File: src/hdl/thipe_pkg.sv
// ----------------------------------------------------------------------------
// thipe_pkg: shared types and constants of the tone peak extractor
// Widths, register indexes and the beat and configuration structures that
// travel between the configuration block, the window cells and the top level.
// ----------------------------------------------------------------------------
package thipe_pkg;

	localparam int FREQ_BITS = 40;
	localparam int PWR_W     = 17;
	localparam int NUM_WIN   = 10;
	localparam int NUM_OUT   = 5;

	// Targets reach 3*f in magnitude: two extra bits plus a sign bit.
	localparam int TGT_W  = FREQ_BITS + 3;
	// Line frequency minus target needs one more bit than the target.
	localparam int DIST_W = FREQ_BITS + 4;

	localparam int IN_BITS      = FREQ_BITS + PWR_W;
	localparam int IN_TDATA_W   = ((IN_BITS + 7) / 8) * 8;
	localparam int OUT_BITS     = NUM_OUT * PWR_W;
	localparam int OUT_TDATA_W  = ((OUT_BITS + 7) / 8) * 8;

	localparam int CFG_DATA_W = 64;
	localparam int ADDR_W     = 6;
	localparam int REG_IDX_W  = 3;

	localparam logic [REG_IDX_W-1:0] REG_TONE_COUNT = 3'd0;
	localparam logic [REG_IDX_W-1:0] REG_FIRST_FREQ = 3'd1;
	localparam logic [REG_IDX_W-1:0] REG_SECOND_FREQ = 3'd2;
	localparam logic [REG_IDX_W-1:0] REG_FUND_TOL   = 3'd3;
	localparam logic [REG_IDX_W-1:0] REG_PROD_TOL   = 3'd4;

	localparam logic [1:0] TONES_NONE = 2'd0;
	localparam logic [1:0] TONES_ONE  = 2'd1;

	localparam logic [FREQ_BITS-1:0] TOL_RESET = FREQ_BITS'(1000000);

	typedef logic signed [PWR_W-1:0]  power_t;
	typedef logic signed [TGT_W-1:0]  target_t;
	typedef logic signed [DIST_W-1:0] dist_t;

	localparam power_t POWER_FLOOR = -17'sd51200;
	localparam power_t POWER_CEIL  = 17'sd25600;

	// One spectrum line as it moves down the cell row. The slots collect the
	// cell peaks of a last line, one slot shifted in per cell.
	typedef struct packed {
		logic                     valid;
		logic                     last;
		logic [FREQ_BITS-1:0]     freq;
		power_t                   power;
		power_t [NUM_WIN-1:0]     slots;
	} beat_t;

	// Configuration and the window geometry derived from it.
	typedef struct packed {
		logic [1:0]               tone_count;
		target_t [NUM_WIN-1:0]    target;
		dist_t                    fund_tol;
		dist_t                    fund_ntol;
		dist_t                    prod_tol;
		dist_t                    prod_ntol;
	} cfg_t;

endpackage

File: src/hdl/thipe_cell.sv
// ----------------------------------------------------------------------------
// thipe_cell: one frequency window of the cell row
// Tracks the peak power of lines inside its window and passes each line on
// to the next cell. On a last line it shifts its final peak into the slots.
// ----------------------------------------------------------------------------
module thipe_cell (
	input  logic              clk,
	input  logic              arst_n,
	input  logic              adv,
	input  thipe_pkg::beat_t  beat_in,
	input  thipe_pkg::target_t target,
	input  thipe_pkg::dist_t  tol,
	input  thipe_pkg::dist_t  ntol,
	output thipe_pkg::beat_t  beat_out
);
	import thipe_pkg::*;

	power_t peak_q, peak_new;
	dist_t  diff;
	logic   hit;
	logic   valid_q;
	beat_t  beat_nx;
	beat_t  beat_s1;

	// The window test is -tol < diff < tol, which needs no absolute value.
	always_comb begin
		diff     = $signed({{(DIST_W-FREQ_BITS){1'b0}}, beat_in.freq}) - dist_t'(target);
		hit      = (diff < tol) && (diff > ntol) && (beat_in.power > peak_q);
		peak_new = hit ? beat_in.power : peak_q;
		beat_nx       = beat_in;
		beat_nx.slots = {beat_in.slots[NUM_WIN-2:0], peak_new};
	end

	always_ff @(posedge clk or negedge arst_n) begin
		if (!arst_n) begin
			peak_q  <= POWER_FLOOR;
			valid_q <= 1'b0;
		end else if (adv) begin
			valid_q <= beat_in.valid;
			if (beat_in.valid) begin
				peak_q <= beat_in.last ? POWER_FLOOR : peak_new;
			end
		end
	end

	always_ff @(posedge clk) begin
		if (adv) begin
			beat_s1 <= beat_nx;
		end
	end

	always_comb begin
		beat_out       = beat_s1;
		beat_out.valid = valid_q;
	end

endmodule

File: config.mk
export PLATFORM = sky130hd
export DESIGN_NAME = thipe_cell
export DESIGN_NICKNAME = d
export VERILOG_FILES = /design/src/hdl/thipe_pkg.sv /design/src/hdl/thipe_cell.sv
export SDC_FILE = /design/constraint.sdc
export NUM_CORES = 1
export LEC_CHECK = 0
export BUFFER_PORTS_ARGS = -buffer_cell sky130_fd_sc_hd__buf_2
export CAP_MARGIN = 10
export CORE_AREA = 2 2 230 232
export DETAILED_ROUTE_END_ITERATION = 10
export DIE_AREA = 0 0 232 234
export PLACE_DENSITY = 0.45
export SLEW_MARGIN = 20
export SYNTH_ARGS = -nofsm -noshare
export SYNTH_HDL_FRONTEND = slang
export SYNTH_SLANG_ARGS = --single-unit
File: constraint.sdc
create_clock -name clk -period 3.5 [get_ports clk]
set_input_delay 0.175 -clock clk [delete_from_list [all_inputs] [get_ports clk]]
set_output_delay 0.175 -clock clk [all_outputs]
set_load 0.005 [all_outputs]
# Word-level counts from Yosys, hierarchy flattened
# Index checks and enable logic that the tools add are counted.
word_totals:
  reg_bits: 246
  output_inout_bits: 229
  elab_cells: 24
op_classes:
  add_sub_neg: 1
  magnitude_cmp: 3
  muxes: 2
  n_reduce_logical: 3
op_table:
  columns: ["cell", "n"]
  rows:
  - ["$gt 44x44->1", 1]
  - ["$lt 44x44->1", 1]
  - ["$sub 41x43->44", 1]
  - ["$mux 17", 2]
  - ["$gt 17x17->1", 1]
  - ["$logic_and 1x1->1", 2]
  - ["$reduce_and 2->1", 1]

# Longest topological paths before layout
logic_depth:
  depth_word: 6
  ltp_mapped: 24

# Least setup slack after synthesis
# OpenSTA, ideal clock, no wires.
synth_timing:
  path_kind: "input-to-reg"
  start: "input port beat_in[187] (netlist bit)"
  end: "register peak_q[10]"
  setup_ps: 121
  arrival_time_ps: 4884
  required_ps: 3379
  slack_ps: -1504
  path_stages: 24
  cell_sequence: "inv_1 > ha_1 > inv_1 > fa_1 > a21o_1 > a21oi_1 > o211ai_1 > nand2_1 > o211ai_1 > a21oi_1 > nand2_1 > a41o_1 > xor2_1 > ha_1 > nand3_1 > or3_1 > nor4_1 > nand2_1 > o21bai_1 > mux2_2 > nor4_4 > o21bai_1 > clkbuf_1 > a22o_1"
synth_between:
  elab_chain_len: 6
  elab_cells_between_ends: 7
  cone_classes: "add/sub: 1; order compare: 2; mux: 2; reduce/logical: 2"
synth_lines:
  columns: ["item", "line", "text"]
  rows:
  - ["start, declared", "thipe_cell.sv:10", "input thipe_pkg::beat_t beat_in,"]
  - ["$sub 41x43->44 (*)", "thipe_cell.sv:27", "diff = $signed({{(DIST_W-FREQ_BITS){1'b0}}, beat_in.freq}) - dist_t'(target);"]
  - ["$lt 44x44->1 or $gt 44x44->1 (tied branches)", "thipe_cell.sv:28", "hit = (diff < tol) && (diff > ntol) && (beat_in.power > peak_q);"]
  - ["$logic_and 1x1->1 (*) (2 in a row)", "thipe_cell.sv:28", null]
  - ["$mux 17 (*)", "thipe_cell.sv:29", "peak_new = hit ? beat_in.power : peak_q;"]
  - ["$mux 17 (*)", "thipe_cell.sv:41", "peak_q <= beat_in.last ? POWER_FLOOR : peak_new;"]
  - ["end signal, assigned", "thipe_cell.sv:41", null]
  - ["end, declared", "thipe_cell.sv:18", "power_t peak_q, peak_new;"]
# Mark *: on every way between the ends. The rest lies on a longest branch, timed or not.
# A chain may end at the register's enable or synchronous reset.

# Worst setup path in the final report
layout_timing:
  start: "input port target[18]"
  end: "register peak_q[2]"
layout_between:
  elab_chain_len: 6
  elab_cells_between_ends: 7
  cone_classes: "add/sub: 1; order compare: 2; mux: 2; reduce/logical: 2"
layout_lines:
  columns: ["item", "line", "text"]
  rows:
  - ["start, declared", "thipe_cell.sv:11", "input thipe_pkg::target_t target,"]
  - ["$sub 41x43->44 (*)", "thipe_cell.sv:27", null]
  - ["$lt 44x44->1 or $gt 44x44->1 (tied branches)", "thipe_cell.sv:28", null]
  - ["$logic_and 1x1->1 (*) (2 in a row)", "thipe_cell.sv:28", null]
  - ["$mux 17 (*)", "thipe_cell.sv:29", null]
  - ["$mux 17 (*)", "thipe_cell.sv:41", null]
# Marks and branches as above.

==> impl_metrics.csv <==
group,metric,value,unit
outcome,outcome,"complete, but fails checks",
outcome,violations,"negative setup slack",
pwr,p_int,6.51,mW
sta,worst_slew_pin_slew,703,ps
synth,synth_area,0.0125,mm²
worst_setup_path,rrSetupSlack,650,ps
synth,synthFlopType,"edfxtp_1",
worst_setup_path,reg2reg_to,"peak_q[2]$_DFFE_PN0P_",
clock_tree,clock_path_buffers,3,
global_routing,gr-usage-all-layers,17.0,%
global_routing,grt_max_degree,122,
detailed_routing,wl_per_cell,17.8,µm
sta,period_share,128,%
pwr,p_leak,10.1,nW
worst_setup_path,end_kind,"flip-flop",
pwr,combPwrFrac,27.7,%
global_routing,grt_pass1_wl,70.0,mm
worst_setup_path,worstRegToRegCells,11,
synth,synthCells,1008,
synth,yosysSeqAreaShare,58.2,%
clock_tree,cts-root-buf,"clkbuf_16",
finish,layout_common_cells,"buf_2, edfxtp_1, dlygate4sd3_1",
place,placedCellCount,2436,
hold_path,hold_start,"beat_in[228]",
clock_tree,cts_buffers,29,
sta,layout_min_cycle_time,4490,ps
synth,synthArstFlopShare,7.32,%
job,cap_viol_max_count,0,
pwr,clkPwrFrac,32.7,%
clock_tree,cts_tree,"yes",
worst_setup_path,worstSetupStartpoint,"target[18]",
finish,final_common_cell,"buf_2",
place,dpl.hpwl,39.1,mm
sta,fin_ws,-988,ps
worst_setup_path,r2r_start,"peak_q[12]$_DFFE_PN1P_",
place,io_buffers,574,
detailed_routing,drt-total-wl,48.5,mm
sta,final_max_slew_viol_count,0,
global_routing,grt_pass1_vias,11900,
detailed_routing,vias,11500,
detailed_routing,drc,0,
pwr,ir_worst_vdd,0.000241,V
place,gp_congestion,0.856,
finish,syn_to_final_growth,69.4,%
synth,synth_edf_count,228,
hold_path,holdPathEnd,"valid_q$_DFFE_PN0P_",
finish,nNetsFinal,2514,
sta,finalHoldViolations,0,
detailed_routing,first_pass_iters,4,
floorplanning,initial_core_util,24.1,%
worst_setup_path,arrival,4960,ps
finish,fin_cells,2724,
sta,rsz0062_at_grt,"true",
clock_tree,clk_pin_slew,60,ps
floorplanning,die_y,234,µm
worst_setup_path,critPathKind,"in -> reg",
sta,fin_skew,9.26,ps
clock_tree,cts.htree.levels,1,
synth,yosys_warnings,0,
detailed_routing,viasPerCell,4.23,
synth,synth_nets,1516,
floorplanning,rows,84,
hold_path,hold_depth,3,
global_routing,grt_overflow,0,
clock_tree,cts_sinks,246,
floorplanning,design.core.area,0.0520,mm²
synth,synth.avg_cell_area,12.4,µm²
sta,fmax,223,MHz
pwr,power_frac_seq,39.6,%
pwr,swShare,28.1,%
finish,drive_gt1_share,43.4,%
floorplanning,die_area,0.0543,mm²
synth,synth_seq_cells,246,
synth,synth_cell_types,55,
hold_path,hp-class,"in -> reg",
detailed_routing,drtAntennaViolNets,0,
sta,setup-tns-final,-32230,ps
clock_tree,clock_latency,550,ps
floorplanning,ioPinCount,592,
pwr,p_sw,2.54,mW
sta,max-slew-margin-rel,53.1,%
worst_setup_path,crit_fanout,8,
sta,timing.hold.ws,51.2,ps
global_routing,antenna_found_initial,8,
worst_setup_path,worstSetupStartpointType,"input pin",
worst_setup_path,required,3980,ps
pwr,power-per-cell-area,426,mW/mm²
floorplanning,die_w,232,µm
sta,setup_viol,34,
detailed_routing,first_iter_violations,387,
==> metrics by stage <==
step                power [mW]  setup slack (ps)  utilization [%]  cell area [µm²]
finish                    9.05              -988             40.8            21200
floorplan                 4.62             -1090                -            12700
detailed placement        5.84             -1860             34.1            17700
global placement          5.81             -1770             34.1            17700
CTS                       9.11              -948             40.5            21100
global route              9.55             -1210             40.8            21200
==> how the worst max path moves through the flow <==
stage,endpoint,slack [ps],cells after the start
CTS,peak_q[2]$_DFFE_PN0P_,-950,26
detailed placement,peak_q[14]$_DFFE_PN0P_,-1860,26
finish,peak_q[2]$_DFFE_PN0P_,-990,24
floorplan,peak_q[10]$_DFFE_PN0P_,-1090,24
global placement,peak_q[10]$_DFFE_PN0P_,-1770,26
global route,peak_q[7]$_DFFE_PN0P_,-1210,24
==> power by group through the flow <==
stage	Sequential (mW)	Combinational, mW	Clock [mW]
after floorplan	3.67	0.957	0
after global placement	3.64	2.17	0
after detailed placement	3.64	2.19	0
after CTS	3.59	2.48	3.04
after global routing	3.61	2.79	3.15
final	3.58	2.50	2.96
==> metal layers <==
layer  routed length, µm  GRT usage [%]
met5                  12              0
met4                1010           4.61
met3                2700           3.19
met2               24700           31.1
met1               20100           20.3
==> what timing repair did <==
action	4_1_cts	5_1_grt
setup buffers	10	4
hold buffers	212	0
endpoints found under the hold margin	262	0
resized for setup	37	32
cloned	0	1
pin swaps	35	16
setup endpoints to repair	34	34
==> worst max-delay path, cell delays in order <==
cell,delay [ps]
buf_2,120
inv_1,90
ha_4,210
and3_4,180
buf_4,130
a211o_1,320
a2111oi_2,360
o211ai_1,220
a31oi_2,220
buf_4,140
xnor2_1,80
ha_1,350
nand4_1,170
buf_4,190
nor4_4,330
nand3_1,150
a31oi_2,220
a2111oi_4,90
xnor2_2,210
nor4_4,310
buf_6,160
nor3b_4,220
buf_6,160
a22o_1,140
==> kinds of logic after synthesis <==
| kind of cell | after synthesis | synth area share (%) |
|---|---|---|
| compound gates | 232 | 12.0 |
| xor+xnor | 41 | 2.86 |
| simple gates | 172 | 6.99 |
| buf+inv | 169 | 5.12 |
| mux | 3 | 0.259 |
| flops | 246 | 58.2 |
| fa+ha+maj | 145 | 14.5 |
==> state kept, by name, indices dropped and copies added (netlist names) <==
signal	flops
beat_out	228
valid_q	1
peak_q	17
==> final cells by class <==
class	count	area, µm²
Tap cell	688	861
Antenna cell	7	17.5
Multi-Input combinational cell	593	5010
Clock inverter	18	166
Fill cell	5147	30800
Inverter	159	609
Timing Repair Buffer	977	6520
Clock buffer	36	762
Sequential cell	246	7300
==> cells in the mapped netlist (9+ instances only) <==
| cell | n | area, µm² |
|---|---|---|
| xnor2_1 | 26 | 228 |
| o21ai_0 | 46 | 230 |
| nand2b_1 | 9 | 56.3 |
| a22o_1 | 12 | 105 |
| ha_1 | 144 | 1800 |
| nand3_1 | 21 | 105 |
| nand2_1 | 56 | 210 |
| nand4_1 | 22 | 138 |
| nor2_1 | 23 | 86.3 |
| edfxtp_1 | 228 | 6850 |
| dfrtp_1 | 14 | 350 |
| and3_1 | 9 | 56.3 |
| inv_1 | 159 | 597 |
| a21o_1 | 37 | 278 |
| xor2_1 | 15 | 131 |
| a21oi_1 | 67 | 335 |
Power figures use the tool's default switching activity.
