--- src/hdl/thipe_pkg.sv ---
// ----------------------------------------------------------------------------
// thipe_pkg: shared types and constants of the tone peak extractor
// Widths, register indexes and the beat and configuration structures that
// travel between the configuration block, the window cells and the top level.
// ----------------------------------------------------------------------------
package thipe_pkg;

	localparam int FREQ_BITS = 40;
	localparam int PWR_W     = 17;
	localparam int NUM_WIN   = 10;
	localparam int NUM_OUT   = 5;

	// Targets reach 3*f in magnitude: two extra bits plus a sign bit.
	localparam int TGT_W  = FREQ_BITS + 3;
	// Line frequency minus target needs one more bit than the target.
	localparam int DIST_W = FREQ_BITS + 4;

	localparam int IN_BITS      = FREQ_BITS + PWR_W;
	localparam int IN_TDATA_W   = ((IN_BITS + 7) / 8) * 8;
	localparam int OUT_BITS     = NUM_OUT * PWR_W;
	localparam int OUT_TDATA_W  = ((OUT_BITS + 7) / 8) * 8;

	localparam int CFG_DATA_W = 64;
	localparam int ADDR_W     = 6;
	localparam int REG_IDX_W  = 3;

	localparam logic [REG_IDX_W-1:0] REG_TONE_COUNT = 3'd0;
	localparam logic [REG_IDX_W-1:0] REG_FIRST_FREQ = 3'd1;
	localparam logic [REG_IDX_W-1:0] REG_SECOND_FREQ = 3'd2;
	localparam logic [REG_IDX_W-1:0] REG_FUND_TOL   = 3'd3;
	localparam logic [REG_IDX_W-1:0] REG_PROD_TOL   = 3'd4;

	localparam logic [1:0] TONES_NONE = 2'd0;
	localparam logic [1:0] TONES_ONE  = 2'd1;

	localparam logic [FREQ_BITS-1:0] TOL_RESET = FREQ_BITS'(1000000);

	typedef logic signed [PWR_W-1:0]  power_t;
	typedef logic signed [TGT_W-1:0]  target_t;
	typedef logic signed [DIST_W-1:0] dist_t;

	localparam power_t POWER_FLOOR = -17'sd51200;
	localparam power_t POWER_CEIL  = 17'sd25600;

	// One spectrum line as it moves down the cell row. The slots collect the
	// cell peaks of a last line, one slot shifted in per cell.
	typedef struct packed {
		logic                     valid;
		logic                     last;
		logic [FREQ_BITS-1:0]     freq;
		power_t                   power;
		power_t [NUM_WIN-1:0]     slots;
	} beat_t;

	// Configuration and the window geometry derived from it.
	typedef struct packed {
		logic [1:0]               tone_count;
		target_t [NUM_WIN-1:0]    target;
		dist_t                    fund_tol;
		dist_t                    fund_ntol;
		dist_t                    prod_tol;
		dist_t                    prod_ntol;
	} cfg_t;

endpackage

--- src/hdl/thipe_cfg.sv ---
// ----------------------------------------------------------------------------
// thipe_cfg: configuration registers and window targets
// Holds the register file behind the APB port and registers the ten target
// frequencies and the signed tolerance bounds together with each write.
// ----------------------------------------------------------------------------
module thipe_cfg (
	input  logic                             clk,
	input  logic                             arst_n,
	input  logic                             psel,
	input  logic                             penable,
	input  logic                             pwrite,
	input  logic [thipe_pkg::ADDR_W-1:0]     paddr,
	input  logic [thipe_pkg::CFG_DATA_W-1:0] pwdata,
	output logic [thipe_pkg::CFG_DATA_W-1:0] prdata,
	output thipe_pkg::cfg_t                  cfg
);
	import thipe_pkg::*;

	logic [1:0]           tone_q, tone_d;
	logic [FREQ_BITS-1:0] f1_q, f1_d, f2_q, f2_d;
	logic [FREQ_BITS-1:0] ftol_q, ftol_d, ptol_q, ptol_d;
	logic                 wr_en;
	logic [REG_IDX_W-1:0] idx;
	target_t              e1, e2, t1x2, t2x2, t1x3, t2x3;
	cfg_t                 cfg_d, cfg_q;

	assign idx   = paddr[ADDR_W-1:ADDR_W-REG_IDX_W];
	assign wr_en = psel & penable & pwrite;

	always_comb begin
		tone_d = tone_q;
		f1_d   = f1_q;
		f2_d   = f2_q;
		ftol_d = ftol_q;
		ptol_d = ptol_q;
		if (wr_en) begin
			unique case (idx)
				REG_TONE_COUNT:  tone_d = pwdata[1:0];
				REG_FIRST_FREQ:  f1_d   = pwdata[FREQ_BITS-1:0];
				REG_SECOND_FREQ: f2_d   = pwdata[FREQ_BITS-1:0];
				REG_FUND_TOL:    ftol_d = pwdata[FREQ_BITS-1:0];
				REG_PROD_TOL:    ptol_d = pwdata[FREQ_BITS-1:0];
				default: ;
			endcase
		end
	end

	// Targets come from the next register values so they change on the
	// same edge as the registers themselves.
	always_comb begin
		e1   = $signed({3'b000, f1_d});
		e2   = $signed({3'b000, f2_d});
		t1x2 = e1 + e1;
		t2x2 = e2 + e2;
		t1x3 = t1x2 + e1;
		t2x3 = t2x2 + e2;
		cfg_d.tone_count = tone_d;
		cfg_d.target[0]  = e1;
		cfg_d.target[1]  = e2;
		cfg_d.target[2]  = t1x2;
		cfg_d.target[3]  = t2x2;
		cfg_d.target[4]  = t1x3;
		cfg_d.target[5]  = t2x3;
		cfg_d.target[6]  = t1x2 - e2;
		cfg_d.target[7]  = t2x2 - e1;
		cfg_d.target[8]  = t1x3 - t2x2;
		cfg_d.target[9]  = t2x3 - t1x2;
		cfg_d.fund_tol   = $signed({4'b0000, ftol_d});
		cfg_d.fund_ntol  = -$signed({4'b0000, ftol_d});
		cfg_d.prod_tol   = $signed({4'b0000, ptol_d});
		cfg_d.prod_ntol  = -$signed({4'b0000, ptol_d});
	end

	always_ff @(posedge clk or negedge arst_n) begin
		if (!arst_n) begin
			tone_q <= TONES_NONE;
			f1_q   <= '0;
			f2_q   <= '0;
			ftol_q <= TOL_RESET;
			ptol_q <= TOL_RESET;
			cfg_q.tone_count <= TONES_NONE;
			cfg_q.target     <= '0;
			cfg_q.fund_tol   <= $signed({4'b0000, TOL_RESET});
			cfg_q.fund_ntol  <= -$signed({4'b0000, TOL_RESET});
			cfg_q.prod_tol   <= $signed({4'b0000, TOL_RESET});
			cfg_q.prod_ntol  <= -$signed({4'b0000, TOL_RESET});
		end else begin
			tone_q <= tone_d;
			f1_q   <= f1_d;
			f2_q   <= f2_d;
			ftol_q <= ftol_d;
			ptol_q <= ptol_d;
			cfg_q  <= cfg_d;
		end
	end

	assign cfg = cfg_q;

	always_comb begin
		prdata = '0;
		unique case (idx)
			REG_TONE_COUNT:  prdata = CFG_DATA_W'(tone_q);
			REG_FIRST_FREQ:  prdata = CFG_DATA_W'(f1_q);
			REG_SECOND_FREQ: prdata = CFG_DATA_W'(f2_q);
			REG_FUND_TOL:    prdata = CFG_DATA_W'(ftol_q);
			REG_PROD_TOL:    prdata = CFG_DATA_W'(ptol_q);
			default:         prdata = '0;
		endcase
	end

endmodule

--- config.mk ---
export PLATFORM = sky130hd
export DESIGN_NAME = thipe_cfg
export DESIGN_NICKNAME = d
export VERILOG_FILES = /design/src/hdl/thipe_pkg.sv /design/src/hdl/thipe_cfg.sv
export SDC_FILE = /design/constraint.sdc
export NUM_CORES = 1
export LEC_CHECK = 0
export CAP_MARGIN = 25
export CELL_PAD_IN_SITES_DETAIL_PLACEMENT = 0
export CELL_PAD_IN_SITES_GLOBAL_PLACEMENT = 1
export CORE_AREA = 2 2 290 292
export DETAILED_ROUTE_END_ITERATION = 16
export DIE_AREA = 0 0 292 294
export DONT_BUFFER_PORTS = 1
export PLACE_DENSITY = 0.78
export SETUP_SLACK_MARGIN = 0.4
export SLEW_MARGIN = 0
export SYNTH_ARGS = -nofsm -noshare
export SYNTH_HDL_FRONTEND = slang
export SYNTH_SLANG_ARGS = --single-unit
--- constraint.sdc ---
create_clock -name clk -period 18 [get_ports clk]
set_input_delay 1.8 -clock clk [delete_from_list [all_inputs] [get_ports clk]]
set_output_delay 1.8 -clock clk [all_outputs]
set_load 0.01 [all_outputs]
* Word-level counts from Yosys, hierarchy flattened *
Cells that the tools add are included.

storage, ports and cells
  word-level logic and storage cells = 42
  input port bits = 75
  register bits after elaboration = 586
  output and inout bits = 672

cells by class
  equal/unequal tests = 4
  reductions and logical operators = 2
  add/sub/neg operators = 10
  bitwise operators = 2
  muxes and demuxes = 9

operators by type and width
  operator                                                         count
  40-bit two-way mux                                               8
  40-bit case mux with 5 select lines                              1
  40-bit negator with 44-bit output                                2
  42-bit by 41-bit subtractor with 43-bit output                   2
  41-bit by 40-bit adder with 42-bit output                        2
  41-bit by 40-bit subtractor with 42-bit output                   2
  40-bit by 40-bit adder with 41-bit output                        2
  3-bit by 2-bit == test with 1-bit output, second input constant  2
  3-bit by 1-bit == test with 1-bit output, second input constant  1
  3-bit == test, second input constant                             1
  3-bit zero test                                                  1
  1-bit bitwise AND                                                2
  2-bit AND reduction                                              1

* Depth between registers and ports, before layout *
Gate-level depths: netlist (run 1).

  word-level depth = 6
  depth in mapped cells = 37
  depth with buffers taken out = 33

* Worst setup path before layout (run 1) *
No wires, ideal clock.

  path type = input to register
  from = in paddr[5] in the netlist's numbering
  to = reg cfg_q (netlist bit cfg[603])
  required time = 17.906 ns
  stages = 34
  path buffers = 4
  arrival time = 7.853 ns
  setup slack = 10.054 ns
  cells stage by stage = buf_4 > or3b_1 > buf_2 > nor2_2 > clkbuf_1 > nand2_1 > nand2_1 > ha_1 > a21o_1 > maj3_1 > mux2i_1 > o211ai_1 > a41oi_1 > nor2_1 > a31o_2 > a21o_1 > a21oi_1 > xnor2_1 > ha_1 > clkbuf_1 > a21o_1 > a21oi_1 > nor2_1 > o21a_1 > o21ai_0 > nand2b_1 > a21o_1 > a21oi_1 > o211ai_1 > a211oi_1 > o21ai_0 > o211ai_1 > o22ai_1 > a211oi_1

RTL lines
  element               line             text
  start, declared       thipe_cfg.sv:12  input logic [thipe_pkg::ADDR_W-1:0] paddr,
  end signal, assigned  thipe_cfg.sv:93  cfg_q <= cfg_d;
  end, declared         thipe_cfg.sv:25  cfg_t cfg_d, cfg_q;

==> results of run 1 <==
## worst min-delay path by stage
stage | endpoint | slack (ns) | depth (start not counted)
final | cfg[60] | 0.53 | 2
after global routing | cfg[60] | 0.56 | 2
after CTS | cfg[60] | 0.54 | 2
after detailed placement | cfg[60] | 0.53 | 2
after global placement | cfg[60] | 0.53 | 2
after floorplan | cfg[60] | 0.51 | 2
## cells by family after synthesis
| logic type | count (synthesis) | synth area share [%] |
|---|---|---|
| simple gates | 1022 | 14.9 |
| compound gates | 835 | 18.2 |
| flops | 495 | 39.8 |
| buf+inv | 418 | 6.83 |
| xor+xnor | 316 | 8.93 |
| fa+ha+maj | 237 | 9.36 |
| mux | 60 | 2.06 |
| other cells | 1 | 0.0119 |
## cell type report
cell class                      instances  area share [%]
Clock inverter                         24           0.995
Tap cell                             1080            4.03
Clock buffer                           79            4.89
Inverter                              176            1.97
Timing Repair Buffer                   16           0.358
Antenna cell                            1         0.00746
Sequential cell                       495            37.2
Multi-Input combinational cell       2516            50.6
## report_power, final
group          internal (mW)  total (mW)  switching (mW)
clock                  0.737        1.24           0.506
sequential              1.56        2.23           0.671
combinational           1.11        2.81            1.70
## through the flow
stage / instance area, sq um / std cells
after floorplan: 31600 / 3429
after global placement: 31600 / 4283
after detailed placement: 31600 / 4283
after CTS: 33600 / 4386
after global routing: 33600 / 4386
final: 33600 / 4387
## routing by layer
| layer | vias to the layer above | wire (microns) | GRT usage, % |
|---|---|---|---|
| met5 | - | 0 | 0 |
| met4 | 0 | 5240 | 10.6 |
| met3 | 213 | 10400 | 7.58 |
| met2 | 1000 | 49800 | 39.3 |
| met1 | 12300 | 49900 | 34.4 |
| li1 | 11400 | - | - |
## worst max-delay path, delay by kind of cell
| kind | cells | cell delay, ns |
|---|---|---|
| and+or+nand+nor | 5 | 0.87 |
| xor gates and xnor gates | 1 | 0.21 |
| buffers and inverters | 3 | 0.86 |
| AOI/OAI and AO/OA | 19 | 3.98 |
| adders and majority gates | 3 | 1.05 |
| muxes | 1 | 0.32 |
## layout by cell type (no fill, tap or decap), drive strengths merged, types with 13 or more instances in the layout
| cell | synthesis | final |
|---|---|---|
| a211oi | 28 | 28 |
| a21boi | 20 | 20 |
| a21o | 141 | 141 |
| a21oi | 199 | 199 |
| a22oi | 83 | 83 |
| a31oi | 20 | 20 |
| and2 | 23 | 23 |
| and3 | 24 | 24 |
| buf | 174 | 16 |
| clkbuf | 68 | 79 |
| conb | 1 | 46 |
| dfrtp | 417 | 417 |
| dfstp | 78 | 78 |
| ha | 218 | 218 |
| inv | 176 | 178 |
| maj3 | 17 | 17 |
| mux2i | 52 | 52 |
| nand2 | 509 | 509 |
| nand2b | 36 | 36 |
| nand3 | 62 | 62 |
| nand4 | 30 | 30 |
| nor2 | 171 | 171 |
| nor2b | 29 | 29 |
| nor3 | 61 | 61 |
| nor4 | 13 | 13 |
| o211ai | 24 | 24 |
| o21a | 39 | 39 |
| o21ai | 141 | 141 |
| o21bai | 29 | 29 |
| o31ai | 16 | 16 |
| or3 | 20 | 20 |
| xnor2 | 208 | 208 |
| xor2 | 106 | 106 |
==> results.cfg, run 1 <==
[synthesis]
ys_warn_count = 0
synth_area_leader_cell = dfrtp_1
ys_top_cells_by_area = dfrtp_1 (33%), ha_1 (8.7%), dfstp_2 (6.5%)
ys_seq_area_share_pct = 39.8
synth_top_area_share_pct = 33.2
synth-seq-cells = 495
synthesis.area_sq_um = 31400
avgSynthCellArea_sq_um = 9.28
syn_inst = 3384
synth_edf_count = 0
yosysMostFrequentCell = nand2_1
ys.flop_type = dfrtp_1
async_flop_share_pct = 100
netlist_top_cells_count = nand2_1 (507), dfrtp_1 (417), ha_1 (218), xnor2_1 (208), a21oi_1 (192)
ys_types = 112

[die]
fp.dieArea_sq_um = 85800
rows = 106
design.core.area_sq_um = 82900
die_w_microns = 292
io_pins = 747
die_h_microns = 294
start_util_pct = 37.9

[power]
power_mw = 6.28
p_per_area_nw_per_um2 = 187
ir_drop_mv = 0.0879
power_leakage_nw = 15.8

[setup_path]
cpMostUsedCell = a21o_1
worstReg2RegEnd = cfg[603]
r2r_start = cfg[563]
required_ns = 18.53
cp-start-kind = primary input
crit_fanout = 51
startpoint = paddr[3]
cp-end-kind = flop
r2r_setup_slack_ns = 10.83
ff2ff_path_depth = 27
worstSetupEndpoint = cfg[603]
cpMaxStageDelayCell = buf_4
cpPeakStageDelay_ns = 0.59
critPathArrivalTime_ns = 9.12
setup.worst_path.class = in -> reg

[routing]
wl_per_cell_microns = 26.3
drt-initial-drc-count = 2082
via_per_inst = 5.67
route.vias.total = 24900
drc = 0
ant_nets = 0
drt-total-wl_microns = 115000
firstDrtPassIters = 6

[timing]
skew_ns = 0.0346
worst_slew_pin_slew_ns = 3.08
max_freq_ghz = 0.116
setup_violations = 0
grt_setup_unrepaired = false
min_period_ns = 8.58
timing.final.crit_share_pct = 47.7
maxSlewViolCount = 342
relSlewSlack_pct = -106
final.setup.worst_slack_ns = 9.42
hold_violations = 0
whs_ns = 0.535
tns_ns = 0

[place]
gp_congestion = 0.935
hpwl_microns = 89400
post-place-ws_ns = 8.93
port_buffers = 0

[finish]
seq_area_sq_um = 12500
utilization_pct = 40.5
largest_register_ffs = 495
areaGrowthSynthToFinish_pct = 6.88
final_net_count = 3557
num-fill-cells = 8167
final_layout_size_suffix_gt1_share_pct = 8.32
multiInputGateArea_sq_um = 17000

[clocking]
numCtsBuffers = 57
cts_tree = yes
cts_setup_buffers = 0
clock-sinks = 495
cts-root-buf = clkbuf_16
cts_htree_levels = 2
path_clk_slew_ns = 0.07
insertion_delay_ns = 0.63
cts_hold_buf = 0
clockBufferDepth = 3
ctsResizeCount = 0

[global_routing]
grtUsageTotal_pct = 25.9
grt_first_pass_wirelength_microns = 165000
antenna_found_initial = 1
grt_pass1_vias = 24100
grt_max_degree = 496
overflow = 0

[run_status]
violations = slew limit
outcome = complete, but fails checks

[flow_run]
maxCapViolations = 0

[worst_hold_path]
worstHoldPathType = reg -> reg
hold_start = cfg[60]
Power figures use the tool's default switching activity.
==> run 2, diff against run 1 <==
--- a/config.mk
+++ b/config.mk
@@ -5,14 +5,15 @@
 export SDC_FILE = /design/constraint.sdc
 export NUM_CORES = 1
 export LEC_CHECK = 0
+export ABC_AREA = 1
 export CAP_MARGIN = 25
 export CELL_PAD_IN_SITES_DETAIL_PLACEMENT = 0
 export CELL_PAD_IN_SITES_GLOBAL_PLACEMENT = 1
-export CORE_AREA = 2 2 290 292
+export CORE_AREA = 2 2 293 295
 export DETAILED_ROUTE_END_ITERATION = 16
-export DIE_AREA = 0 0 292 294
+export DIE_AREA = 0 0 295 297
 export DONT_BUFFER_PORTS = 1
-export PLACE_DENSITY = 0.78
+export PLACE_DENSITY = 0.86
 export SETUP_SLACK_MARGIN = 0.4
 export SLEW_MARGIN = 0
 export SYNTH_ARGS = -nofsm -noshare
==> constraint.sdc (replaced) <==
create_clock -name clk -period 7.1 [get_ports clk]
set_input_delay 0.71 -clock clk [delete_from_list [all_inputs] [get_ports clk]]
set_output_delay 0.71 -clock clk [all_outputs]
set_load 0.01 [all_outputs]
==> results.cfg, run 2 <==
[run_status]
outcome = complete, but fails checks
violations = hold timing, slew limit

[global_routing]
grt_pass1_vias = 30400
overflow = 0
met3_usage_pct = 8.11
gr-usage-met2_pct = 52.3
grt_first_pass_wirelength_microns = 202000
top_usage_layer = met2
grt_max_degree = 496
use_met1_pct = 38.6
grtUsageTotal_pct = 31.6
antenna_found_initial = 5

[synthesis]
ys_types = 71
synthesis.area_sq_um = 34000
ys_warn_count = 0
synth_area_leader_cell = dfrtp_1
async_flop_share_pct = 100
ys_top_cells_by_area = dfrtp_1 (31%), nand2_1 (9.5%), ha_1 (8.0%)
syn_inst = 4400
yosysMostFrequentCell = nand2_1
synth_top_area_share_pct = 30.7
synth-seq-cells = 495
avgSynthCellArea_sq_um = 7.74
synth_edf_count = 0
ys.flop_type = dfrtp_1
ys_seq_area_share_pct = 36.7
netlist_top_cells_count = nand2_1 (863), inv_1 (670), dfrtp_1 (417), nor2_1 (370), a21oi_1 (310)

[routing]
wl_per_cell_microns = 25.4
route.vias.total = 30100
firstDrtPassIters = 5
drt-total-wl_microns = 142000
via_per_inst = 5.39
drt-initial-drc-count = 2249
drc = 0
ant_nets = 0

[place]
gp_congestion = 0.974
post-place-ws_ns = 0.791
hpwl_microns = 117000
place_area_sq_um = 34900
port_buffers = 0

[timing]
whs_ns = -0.230
skew_ns = 0.0112
max_freq_ghz = 0.172
grt_setup_unrepaired = false
relSlewSlack_pct = -109
min_period_ns = 5.81
setup_violations = 0
final.setup.worst_slack_ns = 1.29
worst_slew_pin_slew_ns = 3.14
tns_ns = 0
hold_violations = 120
timing.final.crit_share_pct = 81.8
maxSlewViolCount = 327

[die]
start_util_pct = 40.3
fp.dieArea_sq_um = 87600
design.core.area_sq_um = 84500
die_h_microns = 297
io_pins = 747
die_w_microns = 295
rows = 107

[setup_path]
required_ns = 7.61
ff2ff_path_depth = 23
r2r_start = cfg[563]
crit_fanout = 78
r2r_setup_slack_ns = 1.29
worstReg2RegEnd = cfg[601]
cp-end-kind = flop
cp-start-kind = primary input
critPathArrivalTime_ns = 6.31
setup.worst_path.class = in -> reg

[clocking]
cts_setup_buffers = 0
clock-sinks = 495
numCtsBuffers = 56
cts_htree_levels = 2
cts-root-buf = clkbuf_16
insertion_delay_ns = 0.64
cts_tree = yes
path_clk_slew_ns = 0.07
ctsResizeCount = 0
clockBufferDepth = 3

[finish]
final_layout_size_suffix_gt1_share_pct = 10.5
layout_common_cells = nand2_1 (863), inv_1 (670), dfrtp_1 (417), nor2_1 (370), a21oi_1 (310)
final_net_count = 4682
areaGrowthSynthToFinish_pct = 8.43
final_area_sq_um = 36900
largest_register_ffs = 495
layout_commonest_cell = nand2_1

[power]
ir_drop_mv = 0.275
p_per_area_nw_per_um2 = 480
power_leakage_nw = 17.9
power_mw = 17.7

[flow_run]
maxCapViolations = 0

[worst_hold_path]
worstHoldPathType = in -> async
run 2: layer usage:
layer	wire (microns)	part of all wire [%]
met5	27	0.019
met4	7150	5.1
met3	12000	8.5
met2	65600	46
met1	56800	40
run 2: cell type report:
cell class	instances	area [sq um]
timing repair buffer	77	591
sequential	495	12500
antenna	2	5.00
tap	1144	1430
inverter	699	2620
fill	8654	47600
multi-input combinational	3058	17800
clock buffer	77	1640
clock inverter	28	364
run 2: worst max path at each step:
stage / from / to / slack [ns] / cells after the start
CTS: psel / cfg[601] / 1.42 / 25
floorplan: psel / cfg[603] / 0.93 / 37
finish: psel / cfg[601] / 1.29 / 25
global route: psel / cfg[601] / 0.81 / 25
global placement: psel / cfg[601] / 0.88 / 25
detailed placement: psel / cfg[601] / 0.79 / 25
run 2: power by group:
group / internal, mW / switching, mW / total, mW
logic: 2.78 / 6.22 / 9.00
clock network: 1.86 / 1.34 / 3.19
registers: 3.96 / 1.56 / 5.52
run 2: critical path, stage by stage:
cell     delay (ns)
nand3_1        0.09
inv_1          0.19
nand2_4        0.17
buf_12         0.23
o21ai_0        0.58
inv_1          0.36
ha_1           0.49
a21oi_1        0.09
inv_1          0.08
a31oi_1        0.12
o21ai_0        0.37
inv_1          0.09
o21ai_0        0.08
a41oi_1        0.09
buf_4          0.20
o21ai_0        0.38
xor2_1         0.34
ha_1           0.35
nand2_1        0.13
inv_1          0.05
a21oi_1        0.18
o21ai_0        0.11
a31oi_1        0.42
o21ai_1        0.17
xor2_1         0.17
run 2: stage by stage:
step | utilization (%) | std cells
after CTS | 43.7 | 5578
after global routing | 43.7 | 5578
final | 43.7 | 5580
after floorplan | - | 4445
after detailed placement | 41.3 | 5473
after global placement | 41.3 | 5473
run 2: logic make-up after synthesis:
logic type / after synthesis / share of synthesized area [%]
and+or+nand+nor: 1669 / 21.7
buffers and inverters: 892 / 11.7
AOI/OAI and AO/OA: 836 / 14.4
DFF: 495 / 36.7
xor gates and xnor gates: 275 / 7.10
adders and majority gates: 220 / 8.13
muxes: 12 / 0.353
other: 1 / 0.0110
